`config.mk`:
```
export PLATFORM = sky130hd
export DESIGN_NAME = export_name_signature_scan
export DESIGN_NICKNAME = d
export VERILOG_FILES = /design/src/sv/enss_pkg.sv /design/src/sv/export_name_signature_scan.sv /design/src/sv/enss_cell.sv /design/src/sv/enss_match.sv
export SDC_FILE = /design/constraint.sdc
export NUM_CORES = 1
export LEC_CHECK = 0
export BUFFER_PORTS_ARGS = -buffer_cell sky130_fd_sc_hd__buf_4
export CAP_MARGIN = 30
export CORE_MARGIN = 5
export CORE_UTILIZATION = 45
export CTS_CLUSTER_SIZE = 25
export DETAILED_ROUTE_END_ITERATION = 6
export GPL_TIMING_DRIVEN = 0
export PLACE_DENSITY = 0.71
export SLEW_MARGIN = 20
export SYNTH_ARGS = -nofsm -noshare
export SYNTH_HDL_FRONTEND = slang
export SYNTH_SLANG_ARGS = --single-unit
```
`constraint.sdc`:
```
create_clock -name clk -period 3.1 [get_ports clk]
set_clock_uncertainty 0.05 [all_clocks]
set_input_delay 0.155 -clock clk [delete_from_list [all_inputs] [get_ports clk]]
set_output_delay 0.155 -clock clk [all_outputs]
set_load 0.05 [all_outputs]
```
`src/sv/enss_pkg.sv`:
```
package enss_pkg;

    // Folded character held in one window cell
    typedef logic [7:0] char_t;

    // Control that every cell of the window sees
    typedef struct packed {
        logic shift;
        logic clear;
    } cell_ctrl_t;

    // One verdict at the end of a list
    typedef struct packed {
        logic suspicious;
        logic name_reported;
    } verdict_t;

    localparam int unsigned PATTERN_COUNT = 8;
    localparam int unsigned ALLOW_COUNT   = 5;
    localparam int unsigned PAT_MAX       = 8;

    // Length of the threat name that goes into the report buffer
    localparam logic [15:0] THREAT_NAME_LEN = 16'd19;
    localparam logic [15:0] BUF_SIZE_RESET  = 16'd256;

    // Allow patterns first, then deny patterns
    localparam int unsigned PAT_LEN [PATTERN_COUNT] = '{2, 4, 8, 5, 2, 4, 5, 6};

    localparam char_t PAT_CHARS [PATTERN_COUNT][PAT_MAX] = '{
        '{"p", "y", 8'h00, 8'h00, 8'h00, 8'h00, 8'h00, 8'h00},
        '{"s", "c", "a", "n", 8'h00, 8'h00, 8'h00, 8'h00},
        '{"c", "h", "r", "o", "m", "i", "u", "m"},
        '{"b", "l", "i", "n", "k", 8'h00, 8'h00, 8'h00},
        '{"q", "t", 8'h00, 8'h00, 8'h00, 8'h00, 8'h00, 8'h00},
        '{"h", "o", "o", "k", 8'h00, 8'h00, 8'h00, 8'h00},
        '{"v", "i", "r", "u", "s", 8'h00, 8'h00, 8'h00},
        '{"b", "y", "p", "a", "s", "s", 8'h00, 8'h00}
    };

endpackage

```
`src/sv/export_name_signature_scan.sv`:
```
// Channel   Direction  Handshake             Payload
// input     in         in_valid / in_ready   code_unit, has_char, last_of_name, last_of_list
// result    out        out_valid / out_ready suspicious, name_reported
// config    in         cfg_valid / cfg_ready cfg_data (report buffer size)
//
// One code unit is taken every cycle while the result queue has room; the window of cells
// shifts and is matched in the same cycle the unit is accepted.
// A verdict is written into the result queue when the list-ending unit is accepted.
// A two-entry result queue sets the stall point: input stalls only when it is full.
// Reset clears the window, the name and list flags, the queue, and sets the
// buffer size to 256. Config is always ready.
module export_name_signature_scan
    import enss_pkg::*;
#(
    parameter int unsigned WINDOW_LEN = 8,
    parameter int unsigned UNIT_BITS  = 16
)
(
    input  logic                 clk,
    input  logic                 rst_n,
    input  logic                 in_valid,
    output logic                 in_ready,
    input  logic [UNIT_BITS-1:0] code_unit,
    input  logic                 has_char,
    input  logic                 last_of_name,
    input  logic                 last_of_list,
    output logic                 out_valid,
    input  logic                 out_ready,
    output logic                 suspicious,
    output logic                 name_reported,
    input  logic                 cfg_valid,
    output logic                 cfg_ready,
    input  logic [15:0]          cfg_data
);

    logic        in_fire;
    logic        out_fire;
    logic        push_char;
    logic        end_name;
    char_t       folded;
    char_t       win [WINDOW_LEN];
    char_t       nb_in [WINDOW_LEN];
    cell_ctrl_t  cell_ctrl;
    logic        allow_hit;
    logic        deny_hit;
    logic        allow_now;
    logic        deny_now;
    logic        detect_now;
    verdict_t    verdict;

    logic [15:0] buf_size_reg;
    logic        name_allowed_reg;
    logic        name_allowed_next;
    logic        name_denied_reg;
    logic        name_denied_next;
    logic        list_detected_reg;
    logic        list_detected_next;

    verdict_t    q_reg [2];
    logic [1:0]  count_reg;
    logic [1:0]  count_next;
    logic        rd_ptr_reg;
    logic        wr_ptr_reg;
    logic        q_push;

    assign in_ready  = (count_reg != 2'd2);
    assign in_fire   = in_valid && in_ready;
    assign out_valid = (count_reg != 2'd0);
    assign out_fire  = out_valid && out_ready;
    assign cfg_ready = 1'b1;

    // Fold ASCII upper case to lower case; drop anything outside ASCII
    always_comb
    begin
        folded = {1'b0, code_unit[6:0]};
        if (code_unit[UNIT_BITS-1:7] != '0)
        begin
            folded = '0;
        end
        else if (folded >= "A" && folded <= "Z")
        begin
            folded = folded + 8'd32;
        end
    end

    assign push_char       = in_fire && has_char;
    assign end_name        = in_fire && (last_of_name || last_of_list);
    assign cell_ctrl.shift = push_char;
    assign cell_ctrl.clear = end_name;

    // Chain of window cells: oldest at index 0, newest at the top
    for (genvar j = 0; j < WINDOW_LEN; j++)
    begin : g_cell
        if (j == WINDOW_LEN - 1)
        begin : g_top
            assign nb_in[j] = folded;
        end
        else
        begin : g_mid
            assign nb_in[j] = win[j+1];
        end

        enss_cell u_cell (
            .clk    (clk),
            .rst_n  (rst_n),
            .ctrl   (cell_ctrl),
            .ch_in  (nb_in[j]),
            .ch_out (win[j])
        );
    end

    enss_match #(
        .WINDOW_LEN (WINDOW_LEN)
    ) u_match (
        .win       (win),
        .ch_new    (folded),
        .allow_hit (allow_hit),
        .deny_hit  (deny_hit)
    );

    // Update name and list flags
    always_comb
    begin
        allow_now  = name_allowed_reg || (push_char && allow_hit);
        deny_now   = name_denied_reg || (push_char && deny_hit);
        detect_now = list_detected_reg || (deny_now && !allow_now);

        name_allowed_next  = allow_now;
        name_denied_next   = deny_now;
        list_detected_next = list_detected_reg;
        if (end_name)
        begin
            name_allowed_next  = 1'b0;
            name_denied_next   = 1'b0;
            list_detected_next = detect_now;
        end
        if (in_fire && last_of_list)
        begin
            list_detected_next = 1'b0;
        end

        verdict.suspicious    = detect_now && (buf_size_reg != 16'd0);
        verdict.name_reported = verdict.suspicious && (buf_size_reg > THREAT_NAME_LEN);
    end

    always_ff @(posedge clk or negedge rst_n)
    begin
        if (!rst_n)
        begin
            name_allowed_reg  <= 1'b0;
            name_denied_reg   <= 1'b0;
            list_detected_reg <= 1'b0;
            buf_size_reg      <= BUF_SIZE_RESET;
        end
        else
        begin
            name_allowed_reg  <= name_allowed_next;
            name_denied_reg   <= name_denied_next;
            list_detected_reg <= list_detected_next;
            if (cfg_valid && cfg_ready)
            begin
                buf_size_reg <= cfg_data;
            end
        end
    end

    // Result queue: push on a list end, pop on an output transaction
    assign q_push = in_fire && last_of_list;

    always_comb
    begin
        count_next = count_reg;
        case ({q_push, out_fire})
            2'b10:   count_next = count_reg + 2'd1;
            2'b01:   count_next = count_reg - 2'd1;
            default: count_next = count_reg;
        endcase
    end

    always_ff @(posedge clk or negedge rst_n)
    begin
        if (!rst_n)
        begin
            count_reg  <= 2'd0;
            rd_ptr_reg <= 1'b0;
            wr_ptr_reg <= 1'b0;
        end
        else
        begin
            count_reg <= count_next;
            if (q_push)
            begin
                wr_ptr_reg <= !wr_ptr_reg;
            end
            if (out_fire)
            begin
                rd_ptr_reg <= !rd_ptr_reg;
            end
        end
    end

    always_ff @(posedge clk)
    begin
        if (q_push)
        begin
            q_reg[wr_ptr_reg] <= verdict;
        end
    end

    assign suspicious    = q_reg[rd_ptr_reg].suspicious;
    assign name_reported = q_reg[rd_ptr_reg].name_reported;

    // Checks
    a_count_range: assert property (@(posedge clk) disable iff (!rst_n)
        count_reg != 2'd3)
        else $error("result queue count out of range");

    a_push_grows: assert property (@(posedge clk) disable iff (!rst_n)
        (q_push && !out_fire) |=> (count_reg == $past(count_reg) + 2'd1))
        else $error("result queue did not grow on push");

    a_name_cleared: assert property (@(posedge clk) disable iff (!rst_n)
        end_name |=> (!name_allowed_reg && !name_denied_reg && win[WINDOW_LEN-1] == 8'd0))
        else $error("name state not cleared at end of name");

    a_report_implies_susp: assert property (@(posedge clk) disable iff (!rst_n)
        out_valid |-> (!name_reported || suspicious))
        else $error("name reported without suspicious verdict");

endmodule

```
`src/sv/enss_cell.sv`:
```
module enss_cell
    import enss_pkg::*;
(
    input  logic       clk,
    input  logic       rst_n,
    input  cell_ctrl_t ctrl,
    input  char_t      ch_in,
    output char_t      ch_out
);

    char_t ch_reg;
    char_t ch_next;

    // Clear at end of name, otherwise take the neighbor's character on a shift
    always_comb
    begin
        ch_next = ch_reg;
        if (ctrl.clear)
        begin
            ch_next = '0;
        end
        else if (ctrl.shift)
        begin
            ch_next = ch_in;
        end
    end

    always_ff @(posedge clk or negedge rst_n)
    begin
        if (!rst_n)
        begin
            ch_reg <= '0;
        end
        else
        begin
            ch_reg <= ch_next;
        end
    end

    assign ch_out = ch_reg;

endmodule

```
`src/sv/enss_match.sv`:
```
module enss_match
    import enss_pkg::*;
#(
    parameter int unsigned WINDOW_LEN = 8
)
(
    input  char_t win [WINDOW_LEN],
    input  char_t ch_new,
    output logic  allow_hit,
    output logic  deny_hit
);

    logic [PATTERN_COUNT-1:0] hit;

    // Compare the window as it stands after the shift: newest character
    // plus the older cells, counted back from the newest end
    always_comb
    begin
        for (int k = 0; k < PATTERN_COUNT; k++)
        begin
            hit[k] = (ch_new == PAT_CHARS[k][PAT_LEN[k]-1]);
            for (int j = 0; j < PAT_MAX - 1; j++)
            begin
                if (j <= int'(PAT_LEN[k]) - 2)
                begin
                    hit[k] = hit[k] &&
                             (win[WINDOW_LEN-1-j] == PAT_CHARS[k][PAT_LEN[k]-2-j]);
                end
            end
        end
    end

    assign allow_hit = |hit[ALLOW_COUNT-1:0];
    assign deny_hit  = |hit[PATTERN_COUNT-1:ALLOW_COUNT];

endmodule

```
==> results of run 1 <==
## synthesized netlist by cell type (3+ instances only)
| cell type | number | area [sq um] |
|---|---|---|
| nand4b_1 | 3 | 26.3 |
| nor4_1 | 7 | 43.8 |
| nor3b_1 | 3 | 22.5 |
| nand4_1 | 11 | 68.8 |
| o22ai_1 | 3 | 18.8 |
| mux2_2 | 18 | 203 |
| buf_1 | 3 | 11.3 |
| nand3_1 | 10 | 50.1 |
| and3_1 | 4 | 25.0 |
| nor4b_1 | 4 | 35.0 |
| nor2_1 | 19 | 71.3 |
| nor4bb_1 | 3 | 30.0 |
| inv_1 | 4 | 15.0 |
| a21oi_1 | 55 | 275 |
| ha_1 | 3 | 37.5 |
| clkbuf_1 | 16 | 60.1 |
| xnor2_1 | 4 | 35.0 |
| nor2b_1 | 8 | 50.1 |
| dfrtp_1 | 78 | 1950 |
| nand2_1 | 114 | 428 |
| and2_1 | 3 | 18.8 |
| nor3_1 | 7 | 35.0 |
| edfxtp_1 | 4 | 120 |
## cell usage in the layout, fill, tap and decap left out, types with 4 or more instances in the layout
cell and n:
nand2_1 114, dfrtp_1 78, a21oi_1 55, buf_4 42, nor2_1 19, mux2_2 18, dlygate4sd3_1 18, clkbuf_1 16
nand4_1 11, nand3_1 10, clkbuf_8 10, nor2b_1 8, nor4_1 7, nor3_1 7, inv_1 4, nor4b_1 4
and3_1 4, xnor2_1 4, edfxtp_1 4
## power groups by stage
stage               clock network, W  registers, W  logic (W)
floorplan                          0       0.00120   0.000355
global placement                   0       0.00121   0.000525
detailed placement                 0       0.00121   0.000533
CTS                         0.000753       0.00119   0.000552
global route                0.000804       0.00120   0.000600
finish                      0.000742       0.00119   0.000547
## metal layers
layer	share of wire	vias up	global-route usage
met5	0	-	0
met4	0.025	0	0.0767
met3	0.058	21	0.0425
met2	0.47	91	0.295
met1	0.45	1649	0.256
li1	-	1640	-
## worst paths after layout
| check | from | to | cells past startpoint |
|---|---|---|---|
| max in group asynchronous | rst_n | g_cell[1].u_cell.ch_out[7] | 2 |
| min | code_unit[1] | g_cell[7].u_cell.ch_out[1] | 3 |
| min reg2reg | count_reg[1] | count_reg[1] | 1 |
| max reg2reg | g_cell[5].u_cell.ch_out[1] | q_reg[0][1] | 6 |
| max | g_cell[5].u_cell.ch_out[1] | q_reg[0][1] | 6 |
| min in group asynchronous | rst_n | g_cell[5].u_cell.ch_out[5] | 2 |
## critical path, cell delays in order, from the launching register on
cell	delay (ps)
dfrtp_1	470
nand4b_1	190
or4_1	470
nor4_1	340
a32oi_1	190
a211oi_2	420
o22ai_1	180
## logic make-up after synthesis
kind of cell | count (synthesis) | synth area share
AND/OR/NAND/NOR | 211 | 0.256
flip-flops | 83 | 0.519
AO/OA/AOI/OAI | 75 | 0.110
buffers and inverters | 27 | 0.0297
multiplexers | 21 | 0.0619
XOR/XNOR | 6 | 0.0130
adder cells (fa/ha/maj) | 3 | 0.00928
other | 1 | 0.000927
## metrics by stage
step / cells / hold WS [ps] / total power [W] / util
2_1_floorplan: 427 / -191 / 0.00155 / -
3_3_place_gp: 577 / 326 / 0.00173 / 0.515
3_5_place_dp: 577 / 327 / 0.00174 / 0.515
4_1_cts: 610 / 0.293 / 0.00249 / 0.556
5_1_grt: 611 / 27.8 / 0.00260 / 0.557
6_report: 611 / 42.8 / 0.00247 / 0.557
## final cells by class
cell class / count / share of cell area
tap: 108 / 0.0278
inverter: 4 / 0.00309
clock inverter: 7 / 0.0118
multi-input combinational: 317 / 0.376
timing repair buffer: 60 / 0.103
clock buffer: 9 / 0.0255
sequential: 83 / 0.432
buffer: 23 / 0.0216
==> flow_summary.ini, run 1 <==
[clock_tree]
cts.sinks = 83
cts_resized = 0
h-tree-depth = 3
post_cts_buffers = 0
numCtsBuffers = 9
cts.clk_slew.worst_paths_ps = 90
root_buffer = clkbuf_8
cts_tree = built
clockBufferDepth = 2
ctsHoldBuffers = 17
clock_latency_ps = 360

[routing]
num_vias = 3401
drtIter0Drc = 133
drtPass1Iterations = 5
routed_wl_mm = 10.0
drc = 0
antenna_left = 0
viasPerCell = 5.57
routedWlPerCell_um = 16.4

[cells_and_area]
multi_input_area_sq_mm = 0.00183
area.sequential_sq_mm = 0.00210
largest_reg_flops = 56
n_antenna_cell = 0
final_area_sq_mm = 0.00486
nFillCells = 782
final_nets = 541
drive_gt1_frac = 0.185
area_growth_syn_to_layout_pct = 20.2

[synth]
ys.warnings.count = 0
syn_inst = 427
ys_ff_latch = 83
synth_edf_count = 4
avgSynthCellArea_sq_um = 9.47
ys_types = 59
synth_ff_type = dfrtp_1
synthArstFlopShare = 0.952
syn_area_sq_mm = 0.00405
synth_nets = 470
ys_seq_area_frac = 0.519

[global_route]
grt_pass1_wl_mm = 16.9
grt_max_degree = 80
gr-usage-all-layers = 0.189
grt_pass1_vias = 3406
antenna_found_initial = 0
grt_overflow = 0

[power]
p_comb_frac = 0.221
p_seq_frac = 0.479
power.internal_w = 0.00165
sw_frac_of_total = 0.333
leakage_nw = 1.97
vdd_drop_max_mv = 0.265
clockPowerShare = 0.300
power_density_mw_per_mm2 = 509
p_switching_w = 0.000825

[placed_design]
hpwlAfterDp_mm = 7.05
routabilityCongestion = 0.954
io_buffers = 42
place_ws_ps = 549
placed_cell_area_sq_mm = 0.00450

[run_status]
outcome = finished clean

[worst_setup_path]
r2r_slack_ps = 530
worstSetupPathType = flip-flop to flip-flop
cp_max_fo = 6
cp-end-kind = flip-flop
cp.arrival_ps = 2620
crit_path_start_kind = flip-flop
critPathRequiredTime_ps = 3140

[floorplanning]
die_h_um = 105
rows = 34
io_pins = 45
initial_core_util = 0.464
die_w_um = 105
dieArea_sq_mm = 0.0110
core_area_sq_mm = 0.00872

[sta]
finalSetupViolations = 0
slew_headroom = 0.530
fin_crit_sh = 0.830
finalSetupTns_ps = 0
rsz0062_at_grt = no
fin_crit_ps = 2570
tightest_slew_ps = 705
worst_slack_ps = 525
slew_viol_final = 0
fmax_ghz = 0.388
hold_viol_final = 0

[min_path]
worstHoldPathType = input pin to flip-flop

[flow_run]
cap_violations = 0
Note: power is estimated with default switching activity, not from simulation.
==> run 2: changes to the inputs <==
PLACE_DENSITY = 0.73   (was 0.71)
clock period = 2.2 ns   (was 3.1 ns; I/O delays follow)
==> run 2 against run 1 <==
The flow now finishes with violations (negative setup slack). Largest cell class unchanged. Sequential cell count unchanged. Register-to-register slack worse by 590 ps. Power is 52% higher. Critical endpoint unchanged. Critical path type unchanged. Global-route usage about the same.
==> flow_summary.ini, run 2 (synthesized netlist as in run 1, its figures left out) <==
[clock_tree]
cts.clk_slew.worst_paths_ps = 90
h-tree-depth = 3
numCtsBuffers = 9
root_buffer = clkbuf_8
cts_tree = built
clockBufferDepth = 2
clock_latency_ps = 350
cts.sinks = 83

[floorplanning]
die_h_um = 105
dieArea_sq_mm = 0.0110
core_area_sq_mm = 0.00872
die_w_um = 105
io_pins = 45
initial_core_util = 0.464
rows = 34

[placed_design]
routabilityCongestion = 0.926
io_buffers = 42
dp_cells = 577
hpwlAfterDp_mm = 7.02

[min_path]
worstHoldPathType = input pin to flip-flop
hold_end = g_cell[7].u_cell.ch_out[2]
holdPathStages = 3
hold_path_startpoint = code_unit[2]

[sta]
fin_crit_ps = 2260
tightest_slew_ps = 540
rsz0062_at_grt = yes
finalSetupViolations = 4
fmax_ghz = 0.442
hold_viol_final = 0
worst_slack_ps = -64.9
slew_headroom = 0.640
slew_viol_final = 0
fin_crit_sh = 1.03

[routing]
antenna_left = 0
viasPerCell = 5.56
drtPass1Iterations = 5
drc = 0
routedWlPerCell_um = 16.3
routed_wl_mm = 10.1
drtIter0Drc = 233
num_vias = 3447

[cells_and_area]
drive_gt1_frac = 0.219
largest_reg_flops = 56
final_nets = 550
area_growth_syn_to_layout_pct = 25.5
layout_common_cells = nand2_1, dfrtp_1, a21oi_1, buf_4, dlygate4sd3_1
nFillCells = 741
layout.cells.non_filler = 620
layout_commonest_cell = nand2_1
n_antenna_cell = 0

[worst_setup_path]
cp-end-kind = flip-flop
cp.arrival_ps = 2300
path_cells = nand4b_1 > or4_4 > nor4_4 > a32oi_1 > a211oi_2 > buf_4 > o22ai_2
r2r-end = q_reg[0][1]
worst_path_max_delay_cell = or4_4
cp_num_buf_inv = 1
cp_top_family = simple AND/OR/NAND/NOR gates
crit_path_start_kind = flip-flop
r2r_slack_ps = -60
reg2regPathDepth = 7
critPathRequiredTime_ps = 2240
cpPeakStageDelay_ps = 460
cp_max_fo = 4
regToRegStartpoint = g_cell[5].u_cell.ch_out[1]
worstSetupPathType = flip-flop to flip-flop
worstSetupStartpoint = g_cell[5].u_cell.ch_out[1]

[power]
power_density_mw_per_mm2 = 741
vdd_drop_max_mv = 0.329
power_w = 0.00376
leakage_nw = 2.10

[global_route]
antenna_found_initial = 0
grt_pass1_wl_mm = 17.1
grt_overflow = 0
grt_pass1_vias = 3563
gr-usage-all-layers = 0.189
grt_max_degree = 80

[flow_run]
cap_violations = 0

[run_status]
outcome = complete, but fails checks
violations = negative setup slack
[run 2: how the worst max path moves through the flow]
| stage | cells past startpoint | end | slack [ps] |
|---|---|---|---|
| floorplan | 6 | q_reg[0][1] | 30 |
| global placement | 6 | q_reg[0][1] | -320 |
| detailed placement | 6 | q_reg[0][1] | -340 |
| CTS | 7 | q_reg[0][1] | -50 |
| global route | 7 | q_reg[0][0] | -210 |
| finish | 7 | q_reg[0][1] | -60 |
[run 2: layout make-up]
cell class,instances,area (sq um),share of cell area
Inverter,4,15.0,0.00296
Timing Repair Buffer,69,588,0.116
Sequential cell,83,2100,0.414
Clock inverter,6,111,0.0219
Multi-Input combinational cell,317,1890,0.372
Clock buffer,10,128,0.0251
Buffer,23,109,0.0214
Tap cell,108,135,0.0266
[run 2: tightest hold or removal path, stage by stage]
cell and delay, ps:
buf_4 150, nand2_1 70, a21oi_1 60
[run 2: timing repair]
item | CTS | global route
endpoints found under the hold margin | 97 | 0
gates resized for setup | 6 | 10
pin swaps | 3 | 1
buffers inserted | 6 | 0
setup endpoints to repair | 21 | 12
hold buffers | 20 | 0
[run 2: power breakdown]
part	internal (W)	switching (W)	leakage, nW
Clock	0.000757	0.000539	0.117
Sequential	0.00162	0.0000588	1.09
Combinational	0.000294	0.000499	0.888
Total	0.00267	0.00110	2.10
[run 2: metal layers]
layer,vias up,share of wire,global-route usage
met1,1687,0.43,0.243
met2,89,0.51,0.318
met5,-,0,0
met3,10,0.052,0.0425
met4,0,0.011,0.0612
li1,1661,-,-
[run 2: through the flow]
stage	setup TNS, ps	setup slack (ps)	instance area (sq um)	utilization	hold slack [ps]
floorplan	0	28.7	4050	-	-236
global placement	-1440	-323	4500	0.516	274
detailed placement	-1540	-343	4500	0.516	286
CTS	-209	-53.7	5000	0.574	12.3
global route	-980	-206	5080	0.582	32.2
finish	-257	-64.9	5080	0.582	28.0
